$ cat config.mk
export PLATFORM = sky130hd
export DESIGN_NAME = modbus_rtu_request_framer_core_flat
export DESIGN_NICKNAME = d
export VERILOG_FILES = /design/src/rtl/mrf_pkg.sv /design/src/rtl/mrf_if.sv /design/src/rtl/mrf_front.sv /design/src/rtl/mrf_queue.sv /design/src/rtl/mrf_back.sv /design/src/rtl/modbus_rtu_request_framer_core.sv /design/src/flat_wrapper.sv
export SDC_FILE = /design/constraint.sdc
export NUM_CORES = 1
export LEC_CHECK = 0
export ABC_CLOCK_PERIOD_IN_PS = 3450
export BUFFER_PORTS_ARGS = -buffer_cell sky130_fd_sc_hd__buf_2
export CORE_MARGIN = 2
export CORE_UTILIZATION = 59
export CTS_BUF_LIST = sky130_fd_sc_hd__clkbuf_4 sky130_fd_sc_hd__clkbuf_8 sky130_fd_sc_hd__clkbuf_16
export DETAILED_ROUTE_END_ITERATION = 7
export PLACE_DENSITY_LB_ADDON = 0.25
export SLEW_MARGIN = 5
export SYNTH_ARGS = -nofsm -noshare
export SYNTH_HDL_FRONTEND = slang
export SYNTH_SLANG_ARGS = --single-unit
$ cat constraint.sdc
create_clock -name clock -period 3.45 [get_ports clock]
set_input_delay 0.69 -clock clock [delete_from_list [all_inputs] [get_ports clock]]
set_output_delay 0.69 -clock clock [all_outputs]
set_load 0.02 [all_outputs]
$ cat src/rtl/mrf_pkg.sv
package mrf_pkg;

   // frame layout, in transmission order
   localparam int IDX_W = 4;

   localparam logic [IDX_W-1:0] IDX_SLAVE    = 4'd0;
   localparam logic [IDX_W-1:0] IDX_FUNC     = 4'd1;
   localparam logic [IDX_W-1:0] IDX_REG_HI   = 4'd2;
   localparam logic [IDX_W-1:0] IDX_REG_LO   = 4'd3;
   localparam logic [IDX_W-1:0] IDX_QTY_HI   = 4'd4;
   localparam logic [IDX_W-1:0] IDX_QTY_LO   = 4'd5;
   localparam logic [IDX_W-1:0] IDX_BCOUNT   = 4'd6;
   localparam logic [IDX_W-1:0] IDX_VAL_HI   = 4'd7;
   localparam logic [IDX_W-1:0] IDX_VAL_LO   = 4'd8;
   localparam logic [IDX_W-1:0] IDX_CRC_RD   = 4'd6;
   localparam logic [IDX_W-1:0] IDX_CRC_WR   = 4'd9;
   localparam logic [IDX_W-1:0] IDX_LAST_RD  = 4'd7;
   localparam logic [IDX_W-1:0] IDX_LAST_WR  = 4'd10;

   localparam logic        OP_READ  = 1'b0;
   localparam logic        OP_WRITE = 1'b1;

   localparam logic [7:0]  FN_READ_HOLDING = 8'h03;
   localparam logic [7:0]  FN_WRITE_MULTI  = 8'h10;
   localparam logic [7:0]  QUANTITY_HI     = 8'h00;
   localparam logic [7:0]  QUANTITY_LO     = 8'h01;
   localparam logic [7:0]  BYTE_COUNT_TWO  = 8'h02;

   localparam logic [15:0] CRC_START     = 16'hFFFF;
   localparam logic [15:0] CRC_POLY_REFL = 16'hA001;

   localparam int QUEUE_DEPTH = 2;
   localparam int QUEUE_PTR_W = $clog2(QUEUE_DEPTH);
   localparam int QUEUE_CNT_W = $clog2(QUEUE_DEPTH + 1);

   typedef struct packed {
      logic        is_write;
      logic [7:0]  slave_address;
      logic [15:0] register_address;
      logic [15:0] register_value;
   } mrf_desc_type;

   // one entry of the reflected crc-16 lookup table
   function automatic logic [15:0] crc_lut(input logic [7:0] idx);
      logic [15:0] c;
      c = {8'h00, idx};
      for (int b = 0; b < 8; b++) begin
         if (c[0]) begin
            c = (c >> 1) ^ CRC_POLY_REFL;
         end else begin
            c = c >> 1;
         end
      end
      return c;
   endfunction

endpackage

$ cat src/rtl/mrf_if.sv
interface mrf_req_if;
   logic        valid;
   logic        ready;
   logic        opcode;
   logic [7:0]  slave_address;
   logic [15:0] register_address;
   logic [15:0] register_value;

   modport source (output valid, output opcode, output slave_address,
                   output register_address, output register_value, input ready);
   modport sink   (input valid, input opcode, input slave_address,
                   input register_address, input register_value, output ready);
endinterface

interface mrf_rsp_if;
   logic       valid;
   logic       ready;
   logic [7:0] frame_byte;
   logic       last_byte;

   modport source (output valid, output frame_byte, output last_byte, input ready);
   modport sink   (input valid, input frame_byte, input last_byte, output ready);
endinterface

$ cat src/rtl/mrf_front.sv
module mrf_front (
   input  logic                 clock,
   input  logic                 reset,
   mrf_req_if.sink              req_ch,
   output logic                 push_valid,
   input  logic                 push_ready,
   output mrf_pkg::mrf_desc_type push_data
);
   import mrf_pkg::*;

   logic         valid_ff, valid_in;
   mrf_desc_type desc_ff, desc_in;
   logic         req_fire;

   assign req_ch.ready = !valid_ff || push_ready;
   assign req_fire     = req_ch.valid && req_ch.ready;

   always_comb begin
      valid_in = valid_ff;
      desc_in  = desc_ff;
      if (req_fire) begin
         valid_in                 = 1'b1;
         desc_in.is_write         = (req_ch.opcode == OP_WRITE);
         desc_in.slave_address    = req_ch.slave_address;
         desc_in.register_address = req_ch.register_address;
         desc_in.register_value   = req_ch.register_value;
      end else if (push_ready) begin
         valid_in = 1'b0;
      end
   end

   always_ff @(posedge clock) begin
      if (reset) begin
         valid_ff <= 1'b0;
      end else begin
         valid_ff <= valid_in;
      end
      desc_ff <= desc_in;
   end

   assign push_valid = valid_ff;
   assign push_data  = desc_ff;

endmodule

$ cat src/rtl/mrf_queue.sv
module mrf_queue (
   input  logic                 clock,
   input  logic                 reset,
   input  logic                 push_valid,
   output logic                 push_ready,
   input  mrf_pkg::mrf_desc_type push_data,
   output logic                 pop_valid,
   input  logic                 pop_ready,
   output mrf_pkg::mrf_desc_type pop_data
);
   import mrf_pkg::*;

   mrf_desc_type               entry_ff [QUEUE_DEPTH];
   logic [QUEUE_PTR_W-1:0]     wr_ptr_ff, wr_ptr_in;
   logic [QUEUE_PTR_W-1:0]     rd_ptr_ff, rd_ptr_in;
   logic [QUEUE_CNT_W-1:0]     count_ff, count_in;
   logic                       push, pop;

   function automatic logic [QUEUE_PTR_W-1:0] ptr_next(input logic [QUEUE_PTR_W-1:0] p);
      if (p == QUEUE_PTR_W'(QUEUE_DEPTH - 1)) begin
         return '0;
      end
      return p + QUEUE_PTR_W'(1);
   endfunction

   assign push_ready = (count_ff != QUEUE_CNT_W'(QUEUE_DEPTH));
   assign pop_valid  = (count_ff != '0);
   assign push       = push_valid && push_ready;
   assign pop        = pop_valid && pop_ready;
   assign pop_data   = entry_ff[rd_ptr_ff];

   always_comb begin
      wr_ptr_in = push ? ptr_next(wr_ptr_ff) : wr_ptr_ff;
      rd_ptr_in = pop  ? ptr_next(rd_ptr_ff) : rd_ptr_ff;
      count_in  = count_ff;
      if (push && !pop) begin
         count_in = count_ff + QUEUE_CNT_W'(1);
      end else if (pop && !push) begin
         count_in = count_ff - QUEUE_CNT_W'(1);
      end
   end

   always_ff @(posedge clock) begin
      if (reset) begin
         wr_ptr_ff <= '0;
         rd_ptr_ff <= '0;
         count_ff  <= '0;
      end else begin
         wr_ptr_ff <= wr_ptr_in;
         rd_ptr_ff <= rd_ptr_in;
         count_ff  <= count_in;
      end
      if (push) begin
         entry_ff[wr_ptr_ff] <= push_data;
      end
   end

endmodule

$ cat src/rtl/mrf_back.sv
module mrf_back (
   input  logic                 clock,
   input  logic                 reset,
   input  logic                 pop_valid,
   output logic                 pop_ready,
   input  mrf_pkg::mrf_desc_type pop_data,
   mrf_rsp_if.source            rsp_ch
);
   import mrf_pkg::*;

   logic             active_ff, active_in;
   logic [IDX_W-1:0] idx_ff, idx_in;
   logic [15:0]      crc_ff, crc_in;
   mrf_desc_type     desc_ff, desc_in;

   logic             rsp_fire, load;
   logic [IDX_W-1:0] crc_idx, last_idx;
   logic [7:0]       data_byte, out_byte;
   logic             is_last, in_crc;

   assign crc_idx  = desc_ff.is_write ? IDX_CRC_WR  : IDX_CRC_RD;
   assign last_idx = desc_ff.is_write ? IDX_LAST_WR : IDX_LAST_RD;
   assign is_last  = (idx_ff == last_idx);
   assign in_crc   = (idx_ff >= crc_idx);

   always_comb begin
      unique case (idx_ff)
         IDX_SLAVE:  data_byte = desc_ff.slave_address;
         IDX_FUNC:   data_byte = desc_ff.is_write ? FN_WRITE_MULTI : FN_READ_HOLDING;
         IDX_REG_HI: data_byte = desc_ff.register_address[15:8];
         IDX_REG_LO: data_byte = desc_ff.register_address[7:0];
         IDX_QTY_HI: data_byte = QUANTITY_HI;
         IDX_QTY_LO: data_byte = QUANTITY_LO;
         IDX_BCOUNT: data_byte = BYTE_COUNT_TWO;
         IDX_VAL_HI: data_byte = desc_ff.register_value[15:8];
         IDX_VAL_LO: data_byte = desc_ff.register_value[7:0];
         default:    data_byte = 8'h00;
      endcase
   end

   always_comb begin
      if (!in_crc) begin
         out_byte = data_byte;
      end else if (is_last) begin
         out_byte = crc_ff[15:8];
      end else begin
         out_byte = crc_ff[7:0];
      end
   end

   assign rsp_ch.valid      = active_ff;
   assign rsp_ch.frame_byte = out_byte;
   assign rsp_ch.last_byte  = is_last;

   assign rsp_fire  = rsp_ch.valid && rsp_ch.ready;
   assign pop_ready = !active_ff || (rsp_fire && is_last);
   assign load      = pop_valid && pop_ready;

   always_comb begin
      active_in = active_ff;
      idx_in    = idx_ff;
      crc_in    = crc_ff;
      desc_in   = desc_ff;
      if (load) begin
         active_in = 1'b1;
         idx_in    = '0;
         crc_in    = CRC_START;
         desc_in   = pop_data;
      end else if (rsp_fire) begin
         if (is_last) begin
            active_in = 1'b0;
         end else begin
            idx_in = idx_ff + IDX_W'(1);
         end
         // fold each data byte ahead of the crc field into the running crc as it leaves
         if (!in_crc) begin
            crc_in = {8'h00, crc_ff[15:8]} ^ crc_lut(crc_ff[7:0] ^ data_byte);
         end
      end
   end

   always_ff @(posedge clock) begin
      if (reset) begin
         active_ff <= 1'b0;
      end else begin
         active_ff <= active_in;
      end
      idx_ff  <= idx_in;
      crc_ff  <= crc_in;
      desc_ff <= desc_in;
   end

`ifndef SYNTHESIS
   a_idx_in_frame: assert property (@(posedge clock) disable iff (reset)
      active_ff |-> (idx_ff <= last_idx))
      else $error("byte index ran past end of frame");

   a_step: assert property (@(posedge clock) disable iff (reset)
      (rsp_fire && !is_last) |=> (active_ff && idx_ff == IDX_W'($past(idx_ff) + 4'd1)))
      else $error("frame did not advance by one byte");

   a_load: assert property (@(posedge clock) disable iff (reset)
      load |=> (active_ff && idx_ff == IDX_SLAVE && crc_ff == CRC_START))
      else $error("new frame did not start clean");

   a_no_pop_mid_frame: assert property (@(posedge clock) disable iff (reset)
      (active_ff && !(rsp_fire && is_last)) |-> !pop_ready)
      else $error("queue popped in the middle of a frame");
`endif

endmodule

$ cat src/rtl/modbus_rtu_request_framer_core.sv
// a request passes the front register and the queue; the back end loads it, then offers its first byte
// frame bytes leave one per cycle while rsp_ch.ready is high; a read frame is 8 bytes, a write 11
// the back end's byte counter sets the rate; the next frame follows with no gap
// a two-entry queue between front and back lets requests land while a frame drains
// reset (synchronous, active high) empties the front register, the queue and the back end
module modbus_rtu_request_framer_core (
   input  logic      clock,
   input  logic      reset,
   mrf_req_if.sink   req_ch,
   mrf_rsp_if.source rsp_ch
);
   import mrf_pkg::*;

   logic         push_valid, push_ready;
   mrf_desc_type push_data;
   logic         pop_valid, pop_ready;
   mrf_desc_type pop_data;

   mrf_front u_front (
      .clock      (clock),
      .reset      (reset),
      .req_ch     (req_ch),
      .push_valid (push_valid),
      .push_ready (push_ready),
      .push_data  (push_data)
   );

   mrf_queue u_queue (
      .clock      (clock),
      .reset      (reset),
      .push_valid (push_valid),
      .push_ready (push_ready),
      .push_data  (push_data),
      .pop_valid  (pop_valid),
      .pop_ready  (pop_ready),
      .pop_data   (pop_data)
   );

   mrf_back u_back (
      .clock     (clock),
      .reset     (reset),
      .pop_valid (pop_valid),
      .pop_ready (pop_ready),
      .pop_data  (pop_data),
      .rsp_ch    (rsp_ch)
   );

endmodule

$ cat src/flat_wrapper.sv
// flat-port wrapper written by rule: the top's interface ports become plain ports
module modbus_rtu_request_framer_core_flat import mrf_pkg::*;
  (clock, reset, req_ch_valid, req_ch_opcode, req_ch_slave_address, req_ch_register_address, req_ch_register_value, req_ch_ready, rsp_ch_valid, rsp_ch_frame_byte, rsp_ch_last_byte, rsp_ch_ready);
  mrf_req_if req_ch_i ();
  mrf_rsp_if rsp_ch_i ();
  input  logic clock;
  input  logic reset;
  input wire logic [$bits(req_ch_i.valid)-1:0] req_ch_valid;
  input wire logic [$bits(req_ch_i.opcode)-1:0] req_ch_opcode;
  input wire logic [$bits(req_ch_i.slave_address)-1:0] req_ch_slave_address;
  input wire logic [$bits(req_ch_i.register_address)-1:0] req_ch_register_address;
  input wire logic [$bits(req_ch_i.register_value)-1:0] req_ch_register_value;
  output wire logic [$bits(req_ch_i.ready)-1:0] req_ch_ready;
  output wire logic [$bits(rsp_ch_i.valid)-1:0] rsp_ch_valid;
  output wire logic [$bits(rsp_ch_i.frame_byte)-1:0] rsp_ch_frame_byte;
  output wire logic [$bits(rsp_ch_i.last_byte)-1:0] rsp_ch_last_byte;
  input wire logic [$bits(rsp_ch_i.ready)-1:0] rsp_ch_ready;
  assign req_ch_i.valid = req_ch_valid;
  assign req_ch_i.opcode = req_ch_opcode;
  assign req_ch_i.slave_address = req_ch_slave_address;
  assign req_ch_i.register_address = req_ch_register_address;
  assign req_ch_i.register_value = req_ch_register_value;
  assign req_ch_ready = req_ch_i.ready;
  assign rsp_ch_valid = rsp_ch_i.valid;
  assign rsp_ch_frame_byte = rsp_ch_i.frame_byte;
  assign rsp_ch_last_byte = rsp_ch_i.last_byte;
  assign rsp_ch_i.ready = rsp_ch_ready;
  modbus_rtu_request_framer_core u_core (.clock(clock), .reset(reset), .req_ch(req_ch_i), .rsp_ch(rsp_ch_i));
endmodule
# Word level (Yosys, flattened, before mapping)
# Memories as Yosys holds them, arrays and structs flattened. A register that Yosys moved wholly into a read port is not among the register bits.
# Cells that the tools add are included.
word_totals:
  ff_bits: 67
  ram_bits: 82
  input_bits: 45
  output_inout_bits: 11
  word_cells: 114
  mem_count: 1
op_classes:
  addsub: 5
  magnitude_cmp: 1
  eq_ne: 9
  mux: 53
  bitwise_logic: 12
  reduce_logical: 22
memory_table:
  columns: ["name", "words", "word_bits", "read_ports", "rd_clocked_by_memory_dff", "write_ports", "line_no", "text"]
  rows:
  - ["u_core.u_queue.entry_ff", 2, 41, 1, 1, 1, "mrf_queue.sv:13", "mrf_desc_type entry_ff [QUEUE_DEPTH];"]
ops:
  columns: ["operator", "count"]
  rows:
  - ["two-way mux 16 bit", 32]
  - ["one-hot mux 8 bit (8 select lines)", 1]
  - ["inverter 2 -> 3 bit", 7]
  - ["two-way mux 8 bit", 2]
  - ["XOR 8 x 16 -> 16 bit", 1]
  - ["two-way mux 1 bit", 13]
  - ["== test 4 x 3 -> 1 bit, second input constant", 3]
  - ["nonzero test 2 bit", 5]
  - ["== test 4 x 2 -> 1 bit, second input constant", 2]
  - ["two-way mux 4 bit", 2]
  - ["XOR 8 bit", 1]
  - ["logical AND 1 bit", 7]
  - ["AND reduction 2 bit", 3]
  - ["two-way mux 5 bit", 1]
  - ["adder 4 x 1 -> 4 bit, second input constant", 1]
  - ["== test 4 x 1 -> 1 bit, second input constant", 1]
  - ["== test 4 bit", 1]
  - ["== test 4 bit, second input constant", 1]
  - ["greater-or-equal comparator 4 bit", 1]
  - ["zero test 1 bit", 4]
  - ["zero test 4 bit", 1]
  - ["two-way mux 2 bit", 2]
  - ["inverter 1 -> 3 bit", 1]
  - ["adder 1 bit, second input constant", 2]
  - ["5 further kinds", 7]

# Depth between registers and ports, before layout
# Gate-level depths: netlist (run 1).
depth:
  ltp_word: 44
  ltp_mapped: 12
  mapped_depth_nobuf: 11

# Modules after synthesis
# A second synthesis (run 1) with hierarchy kept.
hier_totals:
  hier_cells: 457
  area_unflattened_um2: 7425.9
modules_own_cells:
  columns: ["module", "n_inst", "cells_per_inst", "area_per_inst_um2", "seq_area_each_um2"]
  rows:
  - ["mrf_queue", 1, 152, 3171.8, 2562.5]
  - ["mrf_back", 1, 259, 2967.8, 1651.6]
  - ["mrf_front", 1, 46, 1286.2, 1251.2]

# Least setup slack after synthesis (run 1)
# Ideal clock, no wire load.
synth_timing:
  path_kind: "flip-flop to output port"
  startpoint: "reg u_core.u_back.idx_ff[0]"
  endpoint: "out rsp_ch_frame_byte[1]"
  arrival_time_ns: 2.333
  t_required_ns: 2.760
  path_slack_ns: 0.427
  stages_incl_launch_ff: 9
  n_path_buf: 1
  path_cell_list: "dfxtp_1 > inv_1 > ha_1 > nand2b_1 > a21o_1 > a21o_1 > a21oi_1 > clkbuf_1 > mux2i_1"
synth_via:
  elab_chain_len: 3
  word_cells_on_any_way: 13
  classes_between: "order compare: 1; eq/ne: 8; mux: 3; reduce/logical: 1"
synth_rtl:
  columns: ["item", "line_no", "text"]
  rows:
  - ["start: declaration", "mrf_back.sv:12", "logic [IDX_W-1:0] idx_ff, idx_in;"]
  - ["start signal: assignment", "mrf_back.sv:88", "idx_ff <= idx_in;"]
  - ["== test 4 bit (tied with other cells)", "mrf_back.sv:27", "unique case (idx_ff)"]
  - ["one-hot mux 8 bit (8 select lines) / two-way mux 8 bit (equally long branches)", "mrf_back.sv:27, mrf_back.sv:44", null]
  - ["two-way mux 8 bit *", "mrf_back.sv:42", "if (!in_crc) begin"]
  - ["end: declaration", "flat_wrapper.sv:15", "output wire logic [$bits(rsp_ch_i.frame_byte)-1:0] rsp_ch_frame_byte;"]
# Every way passes the cells marked *; elsewhere a longest branch is shown, timed or not.

# Worst setup path after layout (run 1)
layout_timing:
  startpoint: "reg u_core.u_back.idx_ff[0]"
  endpoint: "out rsp_ch_frame_byte[0]"
# The elaborated chain is that of the path after synthesis.

==> results.yml, run 1 <==
clock_tree:
  clock_path_buffers: 2
  cts_inserted_buffers: 17
  clock_sinks: 190
  clockRootBuffer: "clkbuf_16"
  hold_buf_count_cts: 0
  ctsHtreeMaxLevel: 4
  cts.reportedPaths.clkPinSlew_ps: 60
  post_cts_resize_count: 0
  cts_setup_buffers: 0
  clk_latency_worst_skew_pair_ps: 440
  cts_tree: "done"
power_and_ir_drop:
  share_seq_of_total_power_pct: 41.9
  power.switching_fraction_pct: 31.2
  pwr-share-comb_pct: 32.5
  internal_power_uw: 5330
  p_leak_uw: 0.00309
  netSwitchingPower_uw: 2420
  worst_ir_drop_vdd_uv: 501
  powerDensity_nw_per_um2: 908
  clock_share_of_power_pct: 25.6
floorplanning:
  dieArea_sq_um: 13500
  initial_utilization_pct: 61.1
  core-area_sq_um: 12200
  chipWidth_um: 116
  die_height_um: 116
  io_pins: 56
  core.rowCount: 40
critical_path:
  critical_path.most_common_cell: "a21o_1"
  critical_path.startpoint_type: "flip-flop"
  slowest_cell_on_crit_path: "dfxtp_1"
  wp_buf_inv: 3
  worst-path-max-fanout: 15
  timing.critical_path.max_delay_family: "compound AO/OA/AOI/OAI gates"
  timing_worst_setup_path_type: "reg2out"
  critical-path-max-stage-delay_ps: 420
  crit_arrival_ps: 2630
  setup.worst_path.end_class: "output pin"
  worst-endpoint-required_ps: 2760
  cp_cell_sequence: "inv_1 > ha_1 > nand2b_1 > a21o_1 > a21o_1 > a21oi_1 > buf_6 > a211oi_1 > a31oi_1 > buf_2"
run_status:
  status: "finished, final reports clean"
routing:
  drt-pass1-iter-count: 4
  detail_routed_via_count_per_cell: 5.45
  wire_per_inst_um: 17.4
  detailroute.via_count: 3819
  drt-initial-drc-count: 280
  number_of_remaining_drc_errors: 0
  remaining_antenna_violation_count_after_routing: 0
  routed_wirelength_um: 12200
final_layout:
  fin_nets: 574
  antenna-diode-count: 0
  final_util_pct: 70.1
  drive_above_1_share_pct: 28.9
  syn_to_final_growth_pct: 14.8
synth:
  synth-async-reset-ratio_pct: 0
  synthCells: 455
  synth.largest_area_cell: "edfxtp_1"
  post_synth.cell_area_avg_sq_um: 16.3
  postSynthNetCount: 509
  syn-cell-area_sq_um: 7430
  yosys_warnings: 0
  ys_ff_latch: 190
  synth.yosys.seq_area_share_pct: 73.3
  area_share_of_the_largest_cell_type_after_synthesis_pct: 66.3
  postSynth.topFlopCell: "edfxtp_1"
  synth_edf_count: 164
  synth_area_leaders: "edfxtp_1, dfxtp_1, mux2_2"
  post_synth_num_cell_types: 53
global_route:
  grt.met1_usage_pct: 24.4
  overall_routing_resource_usage_pct: 19.7
  global_route.peak_usage_layer: "met2"
  grt-ovfl-total: 0
  grtUsageMet2_pct: 32.6
  grt_start_max_net_pins: 44
  met3_use_gr_pct: 5.92
  antenna_found_initial: 0
  first_global_vias: 3766
  grt_pass1_wl_um: 19400
timing:
  period_minus_slack_ps: 3320
  finalClockSkew_ps: 26.0
  final_setup_violation_count: 0
  timing.final.max_slew_violations: 0
  max_slew.worst_pin.slew_ps: 964
  timing.slew.headroom_pct: 35.8
  rsz0062_at_grt: "no"
  fmax_mhz: 301
  hold_viol_final: 0
  setup_total_negative_slack_ps: 0
  portion_of_the_clock_cycle_consumed_by_the_worst_path_in_the_final_layout_pct: 96.4
place:
  final_wtd_congestion: 0.878
  dp_hpwl_um: 7940
  portBuffers: 55
run:
  max_cap_violations: 0
hold_path:
  hold_path.class: "in2reg"
## through the flow
stage | instance area [sq um] | hold WS [ps] | cells | power, uW | setup slack, ps
CTS | 8520 | 416 | 701 | 7790 | 112
finish | 8530 | 429 | 701 | 7750 | 126
global route | 8530 | 415 | 701 | 8120 | 12.0
detailed placement | 7910 | 429 | 669 | 5790 | 359
floorplan | 7430 | 421 | 455 | 5170 | 427
global placement | 7910 | 424 | 669 | 5700 | 532
## kinds of logic after synthesis
logic type                 after synthesis  share of synthesized area, %
adders and majority gates                9                          1.52
xor gates and xnor gates                27                          3.59
DFF                                    190                          73.3
muxes                                   50                          7.44
and+or+nand+nor                         78                          5.32
AOI/OAI and AO/OA                       70                          6.85
buffers and inverters                   31                          2.00
## final timing paths
kind / startpoint / end / slack [ps] / cells after the start
setup reg to reg: u_core.u_back.idx_ff[1] / u_core.u_back.crc_ff[14] / 370 / 10
setup / recovery: u_core.u_back.idx_ff[0] / rsp_ch_frame_byte[0] / 130 / 10
hold / removal: req_ch_register_address[15] / u_core.u_front.push_data[31] / 430 / 1
hold reg to reg: u_core.u_front.push_data[31] / u_core.u_queue.entry_ff[0][31] / 450 / 0
## layer usage
layer  routed length (um)  part of all wire (%)
met4                  269                   2.2
met3                  509                   4.2
met2                 6190                    51
met1                 5200                    43
met5                    0                     0
## cells in the final DEF, fill, tap and decap left out, types with 14 or more instances in the layout
cell type  count
a21oi_1       20
buf_2         55
clkbuf_16     17
dfxtp_1       24
edfxtp_1     164
mux2_2        41
nand2_1       27
nor2_1        17
o211ai_1      14
xnor2_1       15
## power by group through the flow
| stage | clock [uW] | combinational (uW) | sequential [uW] |
|---|---|---|---|
| after floorplan | 0 | 1950 | 3220 |
| after global placement | 0 | 2420 | 3280 |
| after detailed placement | 0 | 2500 | 3290 |
| after CTS | 2020 | 2520 | 3240 |
| after global routing | 2120 | 2720 | 3280 |
| final | 1980 | 2520 | 3240 |
## cells in the mapped netlist, types with 3 or more instances
library cell	number
xor2_1	9
nor2_1	18
o21ai_0	3
a22oi_1	5
ha_1	9
a31oi_1	3
xnor2_1	15
inv_1	12
nand3_1	3
a211oi_1	6
mux2i_1	8
nand3b_1	4
o211ai_1	14
nand2_1	27
a21oi_1	20
dfxtp_1	26
mux2_2	41
and2_1	3
and3_1	5
buf_6	4
a21o_1	3
clkbuf_1	12
nand2b_1	3
edfxtp_1	164
## worst reg2reg max path: stages, from the launching register on
cell and delay [ps]:
dfxtp_1 470, inv_1 100, ha_1 280, nor2b_1 200, a32o_1 290, a211oi_1 370, xnor2_1 200, xnor2_2 240
xnor3_2 500, xor2_1 170, o211ai_2 180
## final cells by class
type / instances / area, sq um
clock inverters: 11 / 158
clock buffers: 21 / 455
well taps: 168 / 210
repair buffers: 64 / 359
flip-flops and latches: 190 / 5450
fillers: 786 / 3630
multi-input cells: 234 / 1850
inverters: 13 / 52.6
## registers in the layout (all words and copies together) (netlist names)
name and count:
u_core.u_back.rsp_ch.valid 1, u_core.u_front.push_data 41, u_core.u_queue.entry_ff 82, u_core.u_back.idx_ff 4
u_core.u_queue.wr_ptr_ff 1, u_core.u_queue.count_ff 2, u_core.u_back.crc_ff 16, u_core.u_queue.rd_ptr_ff 1
u_core.u_front.push_valid 1, u_core.u_back.desc_ff 41
(Power assumes the default switching activity.)
==> run 2, diff against run 1 <==
--- a/config.mk
+++ b/config.mk
@@ -7,7 +7,8 @@
 export LEC_CHECK = 0
 export ABC_CLOCK_PERIOD_IN_PS = 3450
 export BUFFER_PORTS_ARGS = -buffer_cell sky130_fd_sc_hd__buf_2
-export CORE_MARGIN = 2
+export CORE_ASPECT_RATIO = 1.4
+export CORE_MARGIN = 4
 export CORE_UTILIZATION = 59
 export CTS_BUF_LIST = sky130_fd_sc_hd__clkbuf_4 sky130_fd_sc_hd__clkbuf_8 sky130_fd_sc_hd__clkbuf_16
 export DETAILED_ROUTE_END_ITERATION = 7
@@ -16,3 +17,4 @@
 export SYNTH_ARGS = -nofsm -noshare
 export SYNTH_HDL_FRONTEND = slang
 export SYNTH_SLANG_ARGS = --single-unit
+export TNS_END_PERCENT = 10
==> run 2 against run 1 <==
Against the previous run: die area is 7.2% higher; sequential share of layout area is 0.63 points higher; clock power decreased by 8%; count of clock-buffer cells in the layout is 4 lower; power fell by 2.3%; combinational power is essentially flat; routed wire length down 2.3%; register-to-register slack lost 90 ps; hold slack better by 12 ps; fmax up 0.24%; critical endpoint unchanged; highest routed layer unchanged.
==> results.yml, run 2 (synthesized netlist as in run 1, its figures left out) <==
hold_path:
  worstHoldStart: "req_ch_slave_address[6]"
  whs_path_depth: 1
  hold_path.class: "in2reg"
  hold-path-endpoint: "u_core.u_front.push_data[38]"
power_and_ir_drop:
  share_seq_of_total_power_pct: 42.8
  clock_share_of_power_pct: 24.1
  internal_power_uw: 5100
  power.switching_fraction_pct: 32.5
  pwr-share-comb_pct: 33.1
  powerDensity_nw_per_um2: 896
  netSwitchingPower_uw: 2460
  worst_ir_drop_vdd_uv: 435
  p_leak_uw: 0.00306
floorplanning:
  initial_utilization_pct: 60.4
  core-area_sq_um: 12300
  core.rowCount: 48
  io_pins: 56
  die_height_um: 141
  dieArea_sq_um: 14500
  chipWidth_um: 103
final_layout:
  most_frequent_standard_cell_in_the_layout_excluding_fill_and_tap_cells: "edfxtp_1"
  final_util_pct: 68.6
  fin_nets: 572
  finish.instance_area_sq_um: 8450
  largest-register: "u_core.u_queue.entry_ff"
  stdcell_count: 681
  fillerInstances: 832
  largest_register_ffs: 82
  drive_above_1_share_pct: 28.2
  syn_to_final_growth_pct: 13.7
  antenna-diode-count: 0
  layout.cells.most_common_list: "edfxtp_1, buf_2, mux2_2"
timing:
  hold_viol_final: 0
  fmax_mhz: 302
  max_slew.worst_pin.slew_ps: 914
  finalClockSkew_ps: 8.44
  rsz0062_at_grt: "no"
  final_setup_violation_count: 0
  timing.final.ws_setup_ps: 134
  timing.final.max_slew_violations: 0
  portion_of_the_clock_cycle_consumed_by_the_worst_path_in_the_final_layout_pct: 96.1
  timing.slew.headroom_pct: 39.0
  setup_total_negative_slack_ps: 0
  period_minus_slack_ps: 3320
place:
  portBuffers: 55
  final_wtd_congestion: 0.860
  dpl.cell_count: 649
  cell_area_after_placement_sq_um: 7870
  pre_cts_ws_ps: 262
  dp_hpwl_um: 8080
routing:
  remaining_antenna_violation_count_after_routing: 0
  detail_routed_via_count_per_cell: 5.59
  wire_per_inst_um: 17.5
  drt-pass1-iter-count: 5
  drt-initial-drc-count: 190
  number_of_remaining_drc_errors: 0
  routed_wirelength_um: 11900
  detailroute.via_count: 3806
critical_path:
  wp_buf_inv: 3
  rrSetupSlack_ps: 280
  critical_path.most_common_cell: "a21o_1"
  timing_worst_setup_path_type: "reg2out"
  timing.critical_path.max_delay_family: "compound AO/OA/AOI/OAI gates"
  crit_arrival_ps: 2630
  worst-path-max-fanout: 15
  setup.worst_path.end_class: "output pin"
  critical_path.startpoint_type: "flip-flop"
  worst-endpoint-required_ps: 2760
  crit_path_depth: 10
  cp_cell_sequence: "inv_1 > ha_1 > nand2b_1 > a21o_1 > a21o_1 > a21oi_1 > buf_4 > a211oi_1 > a31oi_1 > buf_2"
  reg2regPathDepth: 10
  slowest_cell_on_crit_path: "dfxtp_1"
  rr_endpoint: "u_core.u_back.crc_ff[14]"
  r2r-start: "u_core.u_back.idx_ff[0]"
  critical-path-max-stage-delay_ps: 420
global_route:
  grt_pass1_wl_um: 19500
  overall_routing_resource_usage_pct: 17.8
  grt-ovfl-total: 0
  antenna_found_initial: 0
  grt_start_max_net_pins: 49
  first_global_vias: 3989
clock_tree:
  cts_setup_buffers: 0
  clockRootBuffer: "clkbuf_16"
  cts.reportedPaths.clkPinSlew_ps: 70
  cts_tree: "done"
  clk_latency_worst_skew_pair_ps: 420
  cts_inserted_buffers: 17
  clock_path_buffers: 2
  ctsHtreeMaxLevel: 4
  clock_sinks: 190
run:
  max_cap_violations: 0
run_status:
  status: "finished, final reports clean"
[run 2: changes by cell type in the layout (fill, tap and decap cells not counted), sizes merged]
| cell | change |
|---|---|
| buf | -2 |
| clkbuf | -4 |
| bufinv | -3 |
| inv | +4 |
| clkinvlp | -1 |
| clkinv | +4 |
[run 2: repair_timing]
item	in CTS	in global routing
hold buffers	0	0
setup endpoints to repair	0	6
resized for setup	0	2
[run 2: final cells by class]
cell class | instances | area (sq um) | area share [%]
Tap cell | 150 | 188 | 2.22
Inverter | 13 | 48.8 | 0.578
Multi-Input combinational cell | 234 | 1850 | 21.9
Timing Repair Buffer | 62 | 340 | 4.03
Clock buffer | 17 | 425 | 5.04
Sequential cell | 190 | 5450 | 64.5
Clock inverter | 15 | 149 | 1.76
[run 2: metrics by stage]
stage | hold slack [ps] | power (uW)
floorplan | 421 | 5170
global placement | 423 | 5710
detailed placement | 433 | 5800
CTS | 415 | 7650
global route | 412 | 7980
finish | 441 | 7570
[run 2: worst max path at each step]
stage	end	start	slack (ps)
floorplan	rsp_ch_frame_byte[1]	u_core.u_back.idx_ff[0]	430
global placement	u_core.u_back.crc_ff[14]	u_core.u_back.idx_ff[0]	440
detailed placement	u_core.u_back.crc_ff[14]	u_core.u_back.idx_ff[0]	260
CTS	rsp_ch_frame_byte[0]	u_core.u_back.idx_ff[0]	120
global route	rsp_ch_frame_byte[2]	u_core.u_back.idx_ff[0]	4
finish	rsp_ch_frame_byte[0]	u_core.u_back.idx_ff[0]	130
[run 2: power by group through the flow]
stage	Sequential, uW	Combinational (uW)	Clock (uW)
floorplan	3220	1950	0
global placement	3270	2430	0
detailed placement	3280	2520	0
CTS	3240	2540	1870
global route	3270	2720	1990
finish	3240	2500	1830
[run 2: worst register-to-register path, delay by kind of cell, from the launching register on]
family,cells,cell delay [ps]
XOR/XNOR,4,1190
AO/OA/AOI/OAI,3,820
flip-flops,1,420
adder cells (fa/ha/maj),1,300
AND/OR/NAND/NOR,1,200
buffers and inverters,1,120
[run 2: per-layer routing]
| layer | global-route usage (%) | up-vias | part of all wire, % |
|---|---|---|---|
| met1 | 21.1 | 1860 | 40 |
| li1 | - | 1848 | - |
| met5 | 0 | - | 0 |
| met3 | 4.75 | 19 | 3.5 |
| met2 | 30.7 | 79 | 54 |
| met4 | 6.41 | 0 | 2.1 |
==> run 3, diff against run 2 <==
--- a/config.mk
+++ b/config.mk
@@ -8,7 +8,6 @@
 export ABC_CLOCK_PERIOD_IN_PS = 3450
 export BUFFER_PORTS_ARGS = -buffer_cell sky130_fd_sc_hd__buf_2
 export CORE_ASPECT_RATIO = 1.4
-export CORE_MARGIN = 4
 export CORE_UTILIZATION = 59
 export CTS_BUF_LIST = sky130_fd_sc_hd__clkbuf_4 sky130_fd_sc_hd__clkbuf_8 sky130_fd_sc_hd__clkbuf_16
 export DETAILED_ROUTE_END_ITERATION = 7
==> run 3 against run 2 <==
Against the previous run: core utilization increased by 0.16 points; clock power increased by 3%; sequential power barely moved; power increased by 0.82%; flip-flop and latch count stayed put; critical path depth down 2; worst setup slack worse by 11 ps; count of clock-buffer cells in the layout did not move; global-route usage increased by 2.2 points; non-clock buffer count unchanged; first-iteration DRC count is 14% lower; critical endpoint is now rsp_ch_frame_byte[4]; largest power group unchanged.
==> results.yml, run 3 (synthesized netlist as in run 1, its figures left out) <==
critical_path:
  setup.worst_path.end_class: "output pin"
  worst-path-max-fanout: 15
  timing_worst_setup_path_type: "reg2out"
  critical_path.startpoint_type: "flip-flop"
  worstSetupStartpoint: "u_core.u_back.desc_ff[40]"
  crit_arrival_ps: 2640
  worst-endpoint-required_ps: 2760
  r2r-start: "u_core.u_back.idx_ff[1]"
final_layout:
  fin_nets: 572
  layout.cells.most_common_list: "edfxtp_1, buf_2, mux2_2"
  stdcell_count: 681
  largest-register: "u_core.u_queue.entry_ff"
  drive_above_1_share_pct: 28.6
  syn_to_final_growth_pct: 13.9
  antenna-diode-count: 0
  largest_register_ffs: 82
  most_frequent_standard_cell_in_the_layout_excluding_fill_and_tap_cells: "edfxtp_1"
global_route:
  antenna_found_initial: 0
  grt_pass1_wl_um: 19500
  overall_routing_resource_usage_pct: 19.9
  grt-ovfl-total: 0
  grt_start_max_net_pins: 43
  first_global_vias: 3910
clock_tree:
  cts.reportedPaths.clkPinSlew_ps: 70
  ctsHtreeMaxLevel: 4
  hold_buf_count_cts: 0
  clockRootBuffer: "clkbuf_16"
  clock_path_buffers: 2
  cts_tree: "done"
  cts_setup_buffers: 0
  clk_latency_worst_skew_pair_ps: 430
  clock_sinks: 190
  cts_inserted_buffers: 17
timing:
  max_slew.worst_pin.slew_ps: 1200
  finalClockSkew_ps: 14.1
  fmax_mhz: 301
  portion_of_the_clock_cycle_consumed_by_the_worst_path_in_the_final_layout_pct: 96.5
  period_minus_slack_ps: 3330
  timing.slew.headroom_pct: 20.1
  setup_total_negative_slack_ps: 0
  timing.final.max_slew_violations: 0
  final_setup_violation_count: 0
  hold_viol_final: 0
  rsz0062_at_grt: "no"
floorplanning:
  initial_utilization_pct: 60.4
  io_pins: 56
  dieArea_sq_um: 13100
  chipWidth_um: 96.9
  core-area_sq_um: 12300
  die_height_um: 135
  core.rowCount: 48
power_and_ir_drop:
  p_leak_uw: 0.00307
  worst_ir_drop_vdd_uv: 515
  powerDensity_nw_per_um2: 901
routing:
  number_of_remaining_drc_errors: 0
  drt-pass1-iter-count: 4
  wire_per_inst_um: 17.8
  remaining_antenna_violation_count_after_routing: 0
  routed_wirelength_um: 12100
  drt-initial-drc-count: 163
  detail_routed_via_count_per_cell: 5.56
  detailroute.via_count: 3789
place:
  dp_hpwl_um: 8170
  dpl.cell_count: 649
  final_wtd_congestion: 0.874
  portBuffers: 55
run:
  max_cap_violations: 0
hold_path:
  worstHoldStart: "req_ch_register_value[7]"
  hold_path.class: "in2reg"
run_status:
  status: "finished, final reports clean"
[run 3: power by group]
| group | switching (uW) | internal, uW |
|---|---|---|
| clock network | 904 | 974 |
| logic | 1390 | 1110 |
| registers | 213 | 3040 |
[run 3: final timing paths]
path | end | slack (ps) | cells past startpoint
setup / recovery | rsp_ch_frame_byte[4] | 120 | 8
setup reg to reg | u_core.u_back.crc_ff[15] | 410 | 10
hold reg to reg | u_core.u_queue.entry_ff[0][20] | 450 | 0
hold / removal | u_core.u_front.push_data[7] | 430 | 1
[run 3: repair_timing]
action,in CTS,in global routing
gates resized for setup,0,4
endpoints found under the setup margin,0,5
endpoints found under the hold margin,0,0
[run 3: worst max-delay path, cell delays in order (launching register included)]
cell      delay [ps]
edfxtp_1         500
ha_1             340
nand2b_1         140
a21o_1           170
a21o_1           170
a21oi_1          140
buf_4            230
mux2i_1          300
buf_2            220
[run 3: routing by layer]
layer / part of all wire, % / global-route usage [%] / vias to the layer above
li1: - / - / 1854
met1: 41 / 22.4 / 1834
met2: 54 / 34.6 / 76
met3: 2.5 / 4.81 / 25
met4: 3.4 / 11.7 / 0
met5: 0 / 0 / -
[run 3: final cells by class]
type | instances | area (sq um)
clock buffer | 17 | 425
fill | 799 | 3850
multi-input combinational | 234 | 1850
inverter | 13 | 48.8
timing repair buffer | 62 | 340
clock inverter | 15 | 166
sequential | 190 | 5450
tap | 150 | 188
[run 3: stage by stage]
step | power (uW) | util, % | area, sq um | setup slack, ps | hold WS [ps]
CTS | 7690 | 68.7 | 8460 | 106 | 410
global placement | 5740 | 63.9 | 7870 | 456 | 422
detailed placement | 5800 | 63.9 | 7870 | 376 | 430
global route | 8020 | 68.8 | 8470 | 31.9 | 407
finish | 7630 | 68.8 | 8470 | 122 | 435
floorplan | 5170 | - | 7430 | 427 | 421
